### config.mk
export PLATFORM = sky130hd
export DESIGN_NAME = vlnu_div
export DESIGN_NICKNAME = d
export VERILOG_FILES = /design/src/hw/rtl/vlnu_pkg.sv /design/src/hw/rtl/vlnu_div.sv
export SDC_FILE = /design/constraint.sdc
export NUM_CORES = 2
export LEC_CHECK = 0
export BUFFER_PORTS_ARGS = -buffer_cell sky130_fd_sc_hd__buf_4
export CAP_MARGIN = 20
export CORE_ASPECT_RATIO = 1.5
export CORE_MARGIN = 1.5
export CORE_UTILIZATION = 50
export CTS_CLUSTER_DIAMETER = 50
export DETAILED_ROUTE_END_ITERATION = 8
export GPL_ROUTABILITY_DRIVEN = 0
export GPL_TIMING_DRIVEN = 0
export PLACE_DENSITY = 0.65
export REMOVE_ABC_BUFFERS = 1
export SYNTH_ARGS = -nofsm -noshare
export SYNTH_HDL_FRONTEND = slang
export SYNTH_SLANG_ARGS = --single-unit
### constraint.sdc
create_clock -name clk -period 8.1 [get_ports clk]
set_input_delay 0.81 -clock clk [delete_from_list [all_inputs] [get_ports clk]]
set_output_delay 0.81 -clock clk [all_outputs]
set_load 0.1 [all_outputs]
### src/hw/rtl/vlnu_pkg.sv
`default_nettype none
package vlnu_pkg;

	localparam int FRAC_BITS  = 16;
	localparam int COMP_W     = 24;
	localparam int LEN_W      = 25;
	localparam int MIN_W      = 16;
	localparam int MAG_W      = 24;
	localparam int SQ_W       = 2 * MAG_W;
	localparam int SUM_W      = SQ_W + 3;
	localparam int ROOT_STEPS = (SUM_W + 1) / 2;
	localparam int ROOT_W     = ROOT_STEPS;
	localparam int NUM_W      = COMP_W + FRAC_BITS;
	localparam int DIV_STEPS  = LEN_W;
	localparam int TRIAL_W    = NUM_W + LEN_W;
	localparam int LATENCY    = 3 + ROOT_STEPS + 1 + (DIV_STEPS + 1) + 1;

	typedef enum logic [1:0] {
		CMD_LEN  = 2'd0,
		CMD_NORM = 2'd1,
		CMD_DIST = 2'd2,
		CMD_RSVD = 2'd3
	} cmd_t;

	typedef logic signed [COMP_W-1:0] comp_t;

	typedef struct packed {
		logic [1:0] cmd;
		logic       four_d;
		comp_t      a_x;
		comp_t      a_y;
		comp_t      a_z;
		comp_t      a_w;
		comp_t      b_x;
		comp_t      b_y;
		comp_t      b_z;
		comp_t      b_w;
	} in_t;

	typedef struct packed {
		logic [LEN_W-1:0] length_out;
		comp_t            norm_x;
		comp_t            norm_y;
		comp_t            norm_z;
		comp_t            norm_w;
		logic             did_normalize;
		logic             length_overflow;
	} out_t;

	// sideband that travels alongside the root computation
	typedef struct packed {
		logic            valid;
		cmd_t            cmd;
		logic            four_d;
		comp_t [3:0]     a;
	} side_t;

endpackage
`default_nettype wire

### src/hw/rtl/vlnu_div.sv
`default_nettype none
module vlnu_div (
	input  wire                       clk,
	input  vlnu_pkg::comp_t           a_in,
	input  wire [vlnu_pkg::LEN_W-1:0] len_in,
	output vlnu_pkg::comp_t           q_out
);
	import vlnu_pkg::*;

	// restoring divider, one quotient bit per stage; no control state
	logic [NUM_W-1:0] rem_s [DIV_STEPS+1];
	logic [LEN_W-1:0] den_s [DIV_STEPS+1];
	logic [LEN_W-1:0] q_s   [DIV_STEPS+1];
	logic             neg_s [DIV_STEPS+1];
	logic             ovf_s [DIV_STEPS+1];

	logic [COMP_W-1:0] mag;
	logic [NUM_W-1:0]  num;

	assign mag = a_in[COMP_W-1] ? COMP_W'(-a_in) : COMP_W'(a_in);
	assign num = (NUM_W'(mag) << FRAC_BITS) + NUM_W'(len_in >> 1);

	always_ff @(posedge clk) begin
		rem_s[0] <= num;
		den_s[0] <= len_in;
		q_s[0]   <= '0;
		neg_s[0] <= a_in[COMP_W-1];
		ovf_s[0] <= TRIAL_W'(num) >= (TRIAL_W'(len_in) << DIV_STEPS);
	end

	for (genvar j = 0; j < DIV_STEPS; j++) begin : g_step
		localparam int K = DIV_STEPS - 1 - j;
		logic [TRIAL_W-1:0] trial;
		assign trial = TRIAL_W'(den_s[j]) << K;

		always_ff @(posedge clk) begin
			den_s[j+1] <= den_s[j];
			neg_s[j+1] <= neg_s[j];
			ovf_s[j+1] <= ovf_s[j];
			if (TRIAL_W'(rem_s[j]) >= trial) begin
				rem_s[j+1] <= rem_s[j] - trial[NUM_W-1:0];
				q_s[j+1]   <= q_s[j] | (LEN_W'(1) << K);
			end else begin
				rem_s[j+1] <= rem_s[j];
				q_s[j+1]   <= q_s[j];
			end
		end
	end

	localparam logic [LEN_W-1:0] POS_MAX = LEN_W'((1 << (COMP_W - 1)) - 1);
	localparam logic [LEN_W-1:0] NEG_MAG = LEN_W'(1 << (COMP_W - 1));

	always_comb begin
		logic [LEN_W-1:0] q;
		q = q_s[DIV_STEPS];
		if (neg_s[DIV_STEPS]) begin
			if (ovf_s[DIV_STEPS] || q > NEG_MAG)
				q_out = comp_t'(-NEG_MAG);
			else
				q_out = comp_t'(-q);
		end else begin
			if (ovf_s[DIV_STEPS] || q > POS_MAX)
				q_out = comp_t'(POS_MAX);
			else
				q_out = comp_t'(q);
		end
	end

endmodule
`default_nettype wire

==> impl_metrics.env <==
export IMPL_synth_area_um2=74900
export IMPL_cp_start_kind="flip-flop"
export IMPL_hp_class="in -> reg"
export IMPL_grt_overflow=0
export IMPL_crit_required_ps=7290
export IMPL_setup_violations_final=0
export IMPL_dr_pass1_iters=8
export IMPL_area_growth_pct=11.8
export IMPL_cts_path_max_buffers=3
export IMPL_routed_via_density=5.51
export IMPL_min_period_ps=6270
export IMPL_cts_htree_levels=4
export IMPL_final_max_slew_viol_count=0
export IMPL_critPathTopFamily="simple AND/OR/NAND/NOR gates"
export IMPL_rsz0062_at_grt="no"
export IMPL_drive_gt1_share_pct=7.26
export IMPL_whs_endpoint="den_s[0][16]$_DFF_P_"
export IMPL_worstMarginPinSlew_ps=1190
export IMPL_vias=55728
export IMPL_timing_rr_start="den_s[7][35]$_DFF_P_"
export IMPL_synth_cell_type_count=86
export IMPL_postCtsSetupRepairBufs=0
export IMPL_holdPathStages=1
export IMPL_drt_iter0_markers=2378
export IMPL_place_area_um2=77900
export IMPL_finalHoldViolCount=0
export IMPL_drv_cap=0
export IMPL_setup_tns_ps=0
export IMPL_yosys_area_top_type_share_pct=46.0
export IMPL_antenna_found_initial=3
export IMPL_start_util_pct=50.4
export IMPL_grt_use_met3_pct=3.00
export IMPL_power_leakage_nw=37.9
export IMPL_ctsResizeCount=0
export IMPL_p_per_area_nw_per_um2=386
export IMPL_status="completed"
export IMPL_fin_skew_ps=53.2
export IMPL_r2r_cells=14
export IMPL_cts_tree="done"
export IMPL_nFillCells=12907
export IMPL_busiest_layer="met2"
export IMPL_cts_buffers=163
export IMPL_synthArstFlopShare_pct=0
export IMPL_yosys_top_cells_area="dfxtp_1 46%, ha_1 10%, o21ai_0 3.9%"
export IMPL_grt_usage_pct=23.3
export IMPL_drc=0
export IMPL_synth_top_area_cell="dfxtp_1"
export IMPL_wl_per_cell_um=17.8
export IMPL_port_buffer_count=73
export IMPL_clock_sinks=1722
export IMPL_worstPathMaxFanout=19
export IMPL_power_w=0.0324
export IMPL_die_height_um=477
export IMPL_critPathBufInv=2
export IMPL_final_common_cell="dfxtp_1"
export IMPL_end_kind="primary output"
export IMPL_synthFlopType="dfxtp_1"
export IMPL_synth_edf_count=0
export IMPL_seq_area_frac_synth_pct=46.0
export IMPL_yosys_warnings=0
export IMPL_die_w_um=319
export IMPL_post_route_period_util_pct=77.5
export IMPL_insertion_delay_ps=840
export IMPL_max_freq_mhz=159
export IMPL_fp_dieArea_um2=152000
export IMPL_ant_nets=0
export IMPL_path_cells="inv_1, ha_1, or3b_1, nor4b_1, nand4bb_1, nor3_1, nand3b_1, o21ai_2, nand3_2, o311ai_0, buf_4"
export IMPL_syn_area_per_cell_um2=9.43
export IMPL_coreArea_um2=148000
export IMPL_ir_drop_uv=259
export IMPL_setup_ws_ps=1830
export IMPL_gr_usage_met2_pct=47.3
export IMPL_root_buffer="clkbuf_16"
export IMPL_fin_nets=8741
export IMPL_grtUsageMet1_pct=19.7
export IMPL_synthCells=7943
export IMPL_rrSetupSlack_ps=2960
export IMPL_final_cell_mix="1722 x dfxtp_1, 740 x inv_1, 662 x nand2_1, 606 x ha_1, 581 x o21ai_0"
export IMPL_ioPinCount=74
export IMPL_max_slew_margin_pct=20.3
export IMPL_path_clk_slew_ps=60
export IMPL_grt_pass1_wl_mm=284
export IMPL_max_stage_delay_ps=990
export IMPL_hpwl_mm=141
export IMPL_postLayoutCellArea_um2=83800
export IMPL_yosys_register_bits=1722
export IMPL_crit_arrival_ps=5460
export IMPL_drt_total_wl_mm=180
export IMPL_num_rows=173
export IMPL_cpMaxStageDelayCell="o311ai_0"
export IMPL_dp_slack_ps=2440
export IMPL_min_delay_start="len_in[16]"
export IMPL_crit_type="reg -> out"
export IMPL_cts_hold_buf=0
export IMPL_grt_max_degree=51
export IMPL_reg2reg_to="rem_s[2][23]$_DFF_P_"
export IMPL_grt_pass1_vias=56994
## cells by family (layout without fill, tap and decap cells)
family,count (synthesis),count (layout),synth area share (%)
flip-flops,1722,1722,46.0
multiplexers,149,149,2.21
adder cells (fa/ha/maj),631,631,10.8
AO/OA/AOI/OAI,1967,1967,16.4
AND/OR/NAND/NOR,1989,1989,13.1
XOR/XNOR,592,592,6.92
other,0,1,0
buffers and inverters,893,1141,4.53
## per-layer routing
metal  vias up  share of wire, %  routed length [µm]
met4         0               8.5               15300
li1      27879                 -                   -
met5         -                 0                   0
met1     26119                33               60200
met3       591               2.7                4870
met2      1139                55               99900
## cells in the mapped netlist, types with 23 or more instances
cell type / count
nand3_1: 106
nand4_1: 112
o21bai_1: 49
or2_2: 32
clkbuf_1: 127
dfxtp_1: 1722
xnor2_1: 327
a211oi_1: 38
a21boi_0: 23
nand2b_1: 86
mux2_2: 132
and2_1: 45
inv_1: 740
nor2_1: 377
a21o_1: 305
nor4_1: 116
xor2_1: 265
o31ai_1: 55
nor3_1: 127
a21oi_1: 518
ha_1: 606
and3_1: 56
and4_1: 29
nand2_1: 663
or4_1: 26
or3_1: 34
nor2b_1: 105
o21ai_0: 583
a31oi_1: 63
o21a_1: 74
o211ai_1: 29
fa_1: 25
## state kept, by name, summed over array words and instances, names as in the netlist
name,flops
den_s,625
neg_s,26
ovf_s,26
q_s,325
rem_s,720
## where the power goes
part           switching [W]  internal [W]
registers            0.00125        0.0105
clock network        0.00339       0.00460
logic                0.00709       0.00554
## layout make-up
class                      instances  area [µm²]  share of cell area, %
timing repair buffer             103        1010                   1.21
multi-input combinational       5328       37200                   44.4
clock inverter                    76        1250                   1.49
tap                             1925        2410                   2.88
antenna                            1        2.50                0.00299
inverter                         742        2790                   3.32
sequential                      1722       34500                   41.2
clock buffer                     220        4610                   5.51
## per-stage QoR
stage,util [%],std cells,hold WS [ps]
floorplan,-,7792,310
global placement,52.0,9790,310
detailed placement,52.5,9820,312
CTS,56.4,10116,40.5
global route,56.4,10117,58.6
finish,56.4,10117,92.0
## worst max-delay path by stage
stage                               startpoint                     to  slack, ps  cells past startpoint
after detailed placement               a_in[0]    ovf_s[0][0]$_DFF_P_       2440                     24
after floorplan            q_s[1][225]$_DFF_P_              q_out[10]       1340                     10
after global placement    den_s[6][26]$_DFF_P_  rem_s[1][275]$_DFF_P_        360                     10
final                      q_s[1][225]$_DFF_P_              q_out[13]       1830                     11
after CTS                  q_s[1][225]$_DFF_P_              q_out[13]       1830                     11
after global routing       q_s[1][225]$_DFF_P_              q_out[13]       1540                     11
Power figures use the tool's default switching activity.
