--- src/hw/rtl/vlnu_pkg.sv ---
`default_nettype none
package vlnu_pkg;

	localparam int FRAC_BITS  = 16;
	localparam int COMP_W     = 24;
	localparam int LEN_W      = 25;
	localparam int MIN_W      = 16;
	localparam int MAG_W      = 24;
	localparam int SQ_W       = 2 * MAG_W;
	localparam int SUM_W      = SQ_W + 3;
	localparam int ROOT_STEPS = (SUM_W + 1) / 2;
	localparam int ROOT_W     = ROOT_STEPS;
	localparam int NUM_W      = COMP_W + FRAC_BITS;
	localparam int DIV_STEPS  = LEN_W;
	localparam int TRIAL_W    = NUM_W + LEN_W;
	localparam int LATENCY    = 3 + ROOT_STEPS + 1 + (DIV_STEPS + 1) + 1;

	typedef enum logic [1:0] {
		CMD_LEN  = 2'd0,
		CMD_NORM = 2'd1,
		CMD_DIST = 2'd2,
		CMD_RSVD = 2'd3
	} cmd_t;

	typedef logic signed [COMP_W-1:0] comp_t;

	typedef struct packed {
		logic [1:0] cmd;
		logic       four_d;
		comp_t      a_x;
		comp_t      a_y;
		comp_t      a_z;
		comp_t      a_w;
		comp_t      b_x;
		comp_t      b_y;
		comp_t      b_z;
		comp_t      b_w;
	} in_t;

	typedef struct packed {
		logic [LEN_W-1:0] length_out;
		comp_t            norm_x;
		comp_t            norm_y;
		comp_t            norm_z;
		comp_t            norm_w;
		logic             did_normalize;
		logic             length_overflow;
	} out_t;

	// sideband that travels alongside the root computation
	typedef struct packed {
		logic            valid;
		cmd_t            cmd;
		logic            four_d;
		comp_t [3:0]     a;
	} side_t;

endpackage
`default_nettype wire

--- src/hw/rtl/vlnu_isqrt.sv ---
`default_nettype none
module vlnu_isqrt (
	input  wire                         clk,
	input  wire                         arst_n,
	input  vlnu_pkg::side_t             side_in,
	input  wire [vlnu_pkg::SUM_W-1:0]   sum_in,
	output vlnu_pkg::side_t             side_out,
	output logic [vlnu_pkg::ROOT_W-1:0] root_out
);
	import vlnu_pkg::*;

	// one result bit per stage, digit-by-digit square root
	side_t            side_s [ROOT_STEPS+1];
	logic [SUM_W-1:0] rem_s  [ROOT_STEPS+1];
	logic [SUM_W-1:0] res_s  [ROOT_STEPS+1];

	assign side_s[0] = side_in;
	assign rem_s[0]  = sum_in;
	assign res_s[0]  = '0;

	for (genvar i = 0; i < ROOT_STEPS; i++) begin : g_step
		localparam logic [SUM_W-1:0] BIT = SUM_W'(1) << (SUM_W - 1 - 2 * i);
		logic [SUM_W-1:0] trial;
		assign trial = res_s[i] + BIT;

		always_ff @(posedge clk or negedge arst_n) begin
			if (!arst_n)
				side_s[i+1] <= '0;
			else
				side_s[i+1] <= side_s[i];
		end

		always_ff @(posedge clk) begin
			if (rem_s[i] >= trial) begin
				rem_s[i+1] <= rem_s[i] - trial;
				res_s[i+1] <= (res_s[i] >> 1) + BIT;
			end else begin
				rem_s[i+1] <= rem_s[i];
				res_s[i+1] <= res_s[i] >> 1;
			end
		end
	end

	assign side_out = side_s[ROOT_STEPS];
	assign root_out = res_s[ROOT_STEPS][ROOT_W-1:0];

endmodule
`default_nettype wire

--- config.mk ---
export PLATFORM = sky130hd
export DESIGN_NAME = vlnu_isqrt
export DESIGN_NICKNAME = d
export VERILOG_FILES = /design/src/hw/rtl/vlnu_pkg.sv /design/src/hw/rtl/vlnu_isqrt.sv
export SDC_FILE = /design/constraint.sdc
export NUM_CORES = 2
export LEC_CHECK = 0
export BUFFER_PORTS_ARGS = -buffer_cell sky130_fd_sc_hd__buf_4
export CORE_AREA = 8 8 513 515
export DETAILED_ROUTE_END_ITERATION = 10
export DIE_AREA = 0 0 521 523
export PLACE_DENSITY = 0.67
export SYNTH_ARGS = -nofsm -noshare
export SYNTH_HDL_FRONTEND = slang
export SYNTH_SLANG_ARGS = --single-unit
--- constraint.sdc ---
create_clock -name clk -period 3.9 [get_ports clk]
set_input_delay 0.195 -clock clk [delete_from_list [all_inputs] [get_ports clk]]
set_output_delay 0.195 -clock clk [all_outputs]
set_load 0.005 [all_outputs]
==> results.txt <==
The flow ran to the end, and the final reports show no timing, DRC or antenna violations. The H-tree generated during clock tree synthesis spans 5 levels. The global route total overflow is 0. The number of maximum-capacitance constraint violations came out at 0. The synthesized area per cell is about 14 sq um. The clock buffer count from CTS came out at 402. The switching component of the power is about 29000 uW. The minimum setup slack among reg-to-reg paths came out at ~0.26 ns. When the netlist entered floorplanning its net count stood at 9288. Synthesis inferred between 4000 and 5000 register bits. Sorting the synthesized cells by how often they occur yields 2600 x sky130_fd_sc_hd__dfrtp_1, 1626 x sky130_fd_sc_hd__dfxtp_1, 464 x sky130_fd_sc_hd__inv_1. The critical path capture point type is a flop. The required arrival time at the worst endpoint came out at 4.61 ns. Counting flops with a built-in enable in the synthesized netlist gives 0. The peak clock frequency supported by timing came out at 0.275 GHz. In this run the power density over the cells is 716 mW/mm^2. The number of antenna violations at the first check in global routing is 12. In this run the post-CTS setup repair buffer count came out at 0. In the synthesized netlist the async set-or-reset flop fraction comes to 61.5%. The multi-input gate area in the final layout came out at about 0.026 sq mm. The net switching share of the total power is 26.7%. The via count of the first global-routing pass came out at 72400.

The final net count is between 10000 and 15000. The initialized floorplan defines 186 standard-cell rows. The largest vdd supply drop came out at around 0.5 mV. The total of fill cells in the finished design is between 15000 and 20000. The worst register-to-register path begins at res_s[111].

Across every metal layer, demand over resource in global routing totals about 18%. TritonCTS built the clock tree. The register area came out at roughly 0.098 sq mm. For this run, design rule violations remaining after detail routing come to 0. STA classifies the critical path startpoint as a flop.

After detailed routing, the total wire length is 251 mm. The die area came out at 0.272 sq mm. Data on the critical path arrives at its endpoint at 4.36 ns. The congestion estimate from routability-driven global placement came to 0.906.

The tree is rooted in a sky130_fd_sc_hd__clkbuf_16. The final design area excluding fillers is 0.150 sq mm. The clock network latency to the later pin of the worst-skew pair is 0.92 ns. Sequential cells were found to cover 76.9% of the synthesized design area. The maximum net fanout on the critical path is 6. The prevailing post-synth register cell is sky130_fd_sc_hd__dfrtp_1. For this run, the detailed router's first-pass iteration total came to 5. The first-iteration detailed-routing DRC count is 3696. The total via count in the routed design came out at about 66000. Yosys instantiated no cell more often than sky130_fd_sc_hd__dfrtp_1. After synthesis, the cell types taking the most area are sky130_fd_sc_hd__dfrtp_1 51%, sky130_fd_sc_hd__dfxtp_1 26%, sky130_fd_sc_hd__ha_1 3.7%, sky130_fd_sc_hd__xnor2_1 2.1%, sky130_fd_sc_hd__xor2_1 1.6%. The worst hold path cell count came out at 0. For this design the top-level I/O count stands at 279.

The worst hold slack after final layout is a little over 0.3 ns. The number of instances in the synthesized netlist is 8762. The synthesized netlist occupies a cell area of 0.127 sq mm. The worst hold path terminates at res_s[374].

Setup repair after global routing left no endpoint under its margin. The clock period could shrink to 3.64 ns. The die is 521 microns wide. Across the routed clock network, the largest skew measured is 0.0812 ns. The number of port buffers is 278. The layout cell share with drive strength beyond 1 is 11.5%. Measured against its own limit, the worst slew margin works out to 18.6%. The hold violation total from the final report came out at 0.

The part of the total power dissipated in combinational logic is 14.3%. The routed via count divided by cell count is 4.93. In the finished design, the share of the clock period the worst path needs comes to 93.4%. The count of cell types in the netlist came out at 89. The CTS clock-pin slew for the worst setup and hold paths came out at 0.06 ns.

The terminus of the critical flop-to-flop path is rem_s[87]. The detail route stage leaves a number of antenna-violating nets equal to 0. The critical path is of the reg2reg type. The logic depth of the worst register-to-register path is 12. The initial core utilization is a little under 50%. The library cell with the largest summed area after synthesis is sky130_fd_sc_hd__dfrtp_1. The summed negative setup slack over all endpoints came out at 0 ns.

The path class of the tightest hold or removal check is reg2reg. The share of total power dissipated in sequential elements is 48.9%. The pin count of the biggest net entering global routing is roughly 170. The first global-routing pass estimated 402 mm of wire. Summed over all nets, the half-perimeter wirelength after detailed placement is 158 mm. The static leakage came out at 0.0686 uW. The worst min-delay path startpoint is res_s[426]. The warning count from the yosys run is 0. The cell-internal power is around 79000 uW.

The layout overhead on the synthesized area is 18.2%. For the pin with the worst max-slew slack, the measured transition is around 1.2 ns. The setup violation total in the final timing report came out at 0.

The instance area after placement is 0.133 sq mm. The floorplan die height is 523 microns. The routed wire length per instance came out at 18.8 microns. The final-report max-slew violation count is 0. The core region is 0.255 sq mm.

The area share of the largest cell type after synthesis is 51.3%. The clock group share of total power came out at a little under two fifths. Clock tree synthesis found a total of 4226 sinks. The maximum count of clock buffers along a single path is 4.
## worst max path at each step
stage | cells after the start | endpoint | from
finish | 12 | rem_s[87] | res_s[111]
global route | 11 | rem_s[95] | res_s[111]
CTS | 12 | rem_s[87] | res_s[111]
detailed placement | 11 | rem_s[240] | res_s[265]
global placement | 12 | rem_s[87] | res_s[111]
floorplan | 11 | rem_s[203] | res_s[216]
## power by group through the flow
stage | Combinational [uW] | Sequential, uW | Clock, uW
detailed placement | 15000 | 53300 | 0
CTS | 15300 | 52600 | 40700
global route | 17100 | 53100 | 42500
finish | 15300 | 52600 | 39600
global placement | 14700 | 53200 | 0
floorplan | 11100 | 51700 | 0
## layout make-up
type / instances / share of cell area [%]
repair buffers: 692 / 4.24
clock buffers: 560 / 7.67
well taps: 3384 / 2.82
inverters: 465 / 1.16
diodes: 2 / 0.00334
flip-flops and latches: 4226 / 65.1
clock inverters: 161 / 1.44
multi-input cells: 3866 / 17.6
## layout by cell type, fill, tap and decap left out, drive strengths merged, types with 21 or more instances in the layout
cell and instances:
mux2 70, a21o 148, clkinv 88, dfxtp 1626, bufinv 36, o31ai 32
nand2 348, a211oi 22, nand3 71, dlygate4sd3 305, and3 25, inv 478
nor2 432, or2 21, or4 43, o21bai 29, nor3 164, o21ai 253
nand2b 64, dfrtp 2600, nor2b 48, xor2 239, nor4 205, o211ai 26
nand4 96, or3 59, clkinvlp 24, a21oi 418, ha 373, buf 387
nor4b 24, xnor2 302, o21a 67, clkbuf 560
## worst max-delay path, cell delays in order, from the launching register on
cell and delay, ns:
sky130_fd_sc_hd__dfxtp_1 0.32, sky130_fd_sc_hd__inv_1 0.04, sky130_fd_sc_hd__ha_1 0.35, sky130_fd_sc_hd__a21oi_1 0.18, sky130_fd_sc_hd__o221ai_1 0.17, sky130_fd_sc_hd__o311ai_1 0.38
sky130_fd_sc_hd__a21oi_1 0.22, sky130_fd_sc_hd__a211oi_1 0.46, sky130_fd_sc_hd__o22ai_1 0.17, sky130_fd_sc_hd__nor3_1 0.22, sky130_fd_sc_hd__buf_4 0.18, sky130_fd_sc_hd__or4b_2 0.59
sky130_fd_sc_hd__o2bb2ai_1 0.14
## logic make-up after synthesis
family / after synthesis / share of synthesized area (%)
AO/OA/AOI/OAI: 1170 / 5.75
multiplexers: 79 / 0.707
buffers and inverters: 670 / 2.31
XOR/XNOR: 541 / 3.73
other: 1 / 0.00296
AND/OR/NAND/NOR: 1702 / 6.89
flip-flops: 4226 / 76.9
adder cells (fa/ha/maj): 373 / 3.68
## timing repair
item / CTS / global route
hold buffers: 305 / 0
endpoints found under the hold margin: 597 / 0
gates resized for setup: 0 / 0
## through the flow
| step | power, uW | worst slack, ns | utilization, % | cells |
|---|---|---|---|---|
| after floorplan | 62800 | 0.741 | - | 8762 |
| after global placement | 67900 | 0.367 | 52.2 | 12300 |
| after detailed placement | 68300 | 0.345 | 52.2 | 12300 |
| after CTS | 109000 | 0.252 | 58.8 | 13400 |
| after global routing | 113000 | 0.0260 | 58.8 | 13400 |
| final | 107000 | 0.259 | 58.8 | 13400 |
## layer usage
metal / GRT usage (%) / vias to the layer above / routed length (microns)
li1: - / 31200 / -
met1: 22.5 / 32700 / 103000
met2: 33.5 / 1420 / 130000
met3: 3.07 / 533 / 10100
met4: 5.87 / 2 / 7770
met5: 0 / - / 20
## sequential cells by signal (all words and copies together), names as in the netlist
name and cells:
rem_s 1275, side_out 100, side_s 2500, res_s 325
root_out 26
Note: power is estimated with default switching activity, not from simulation.
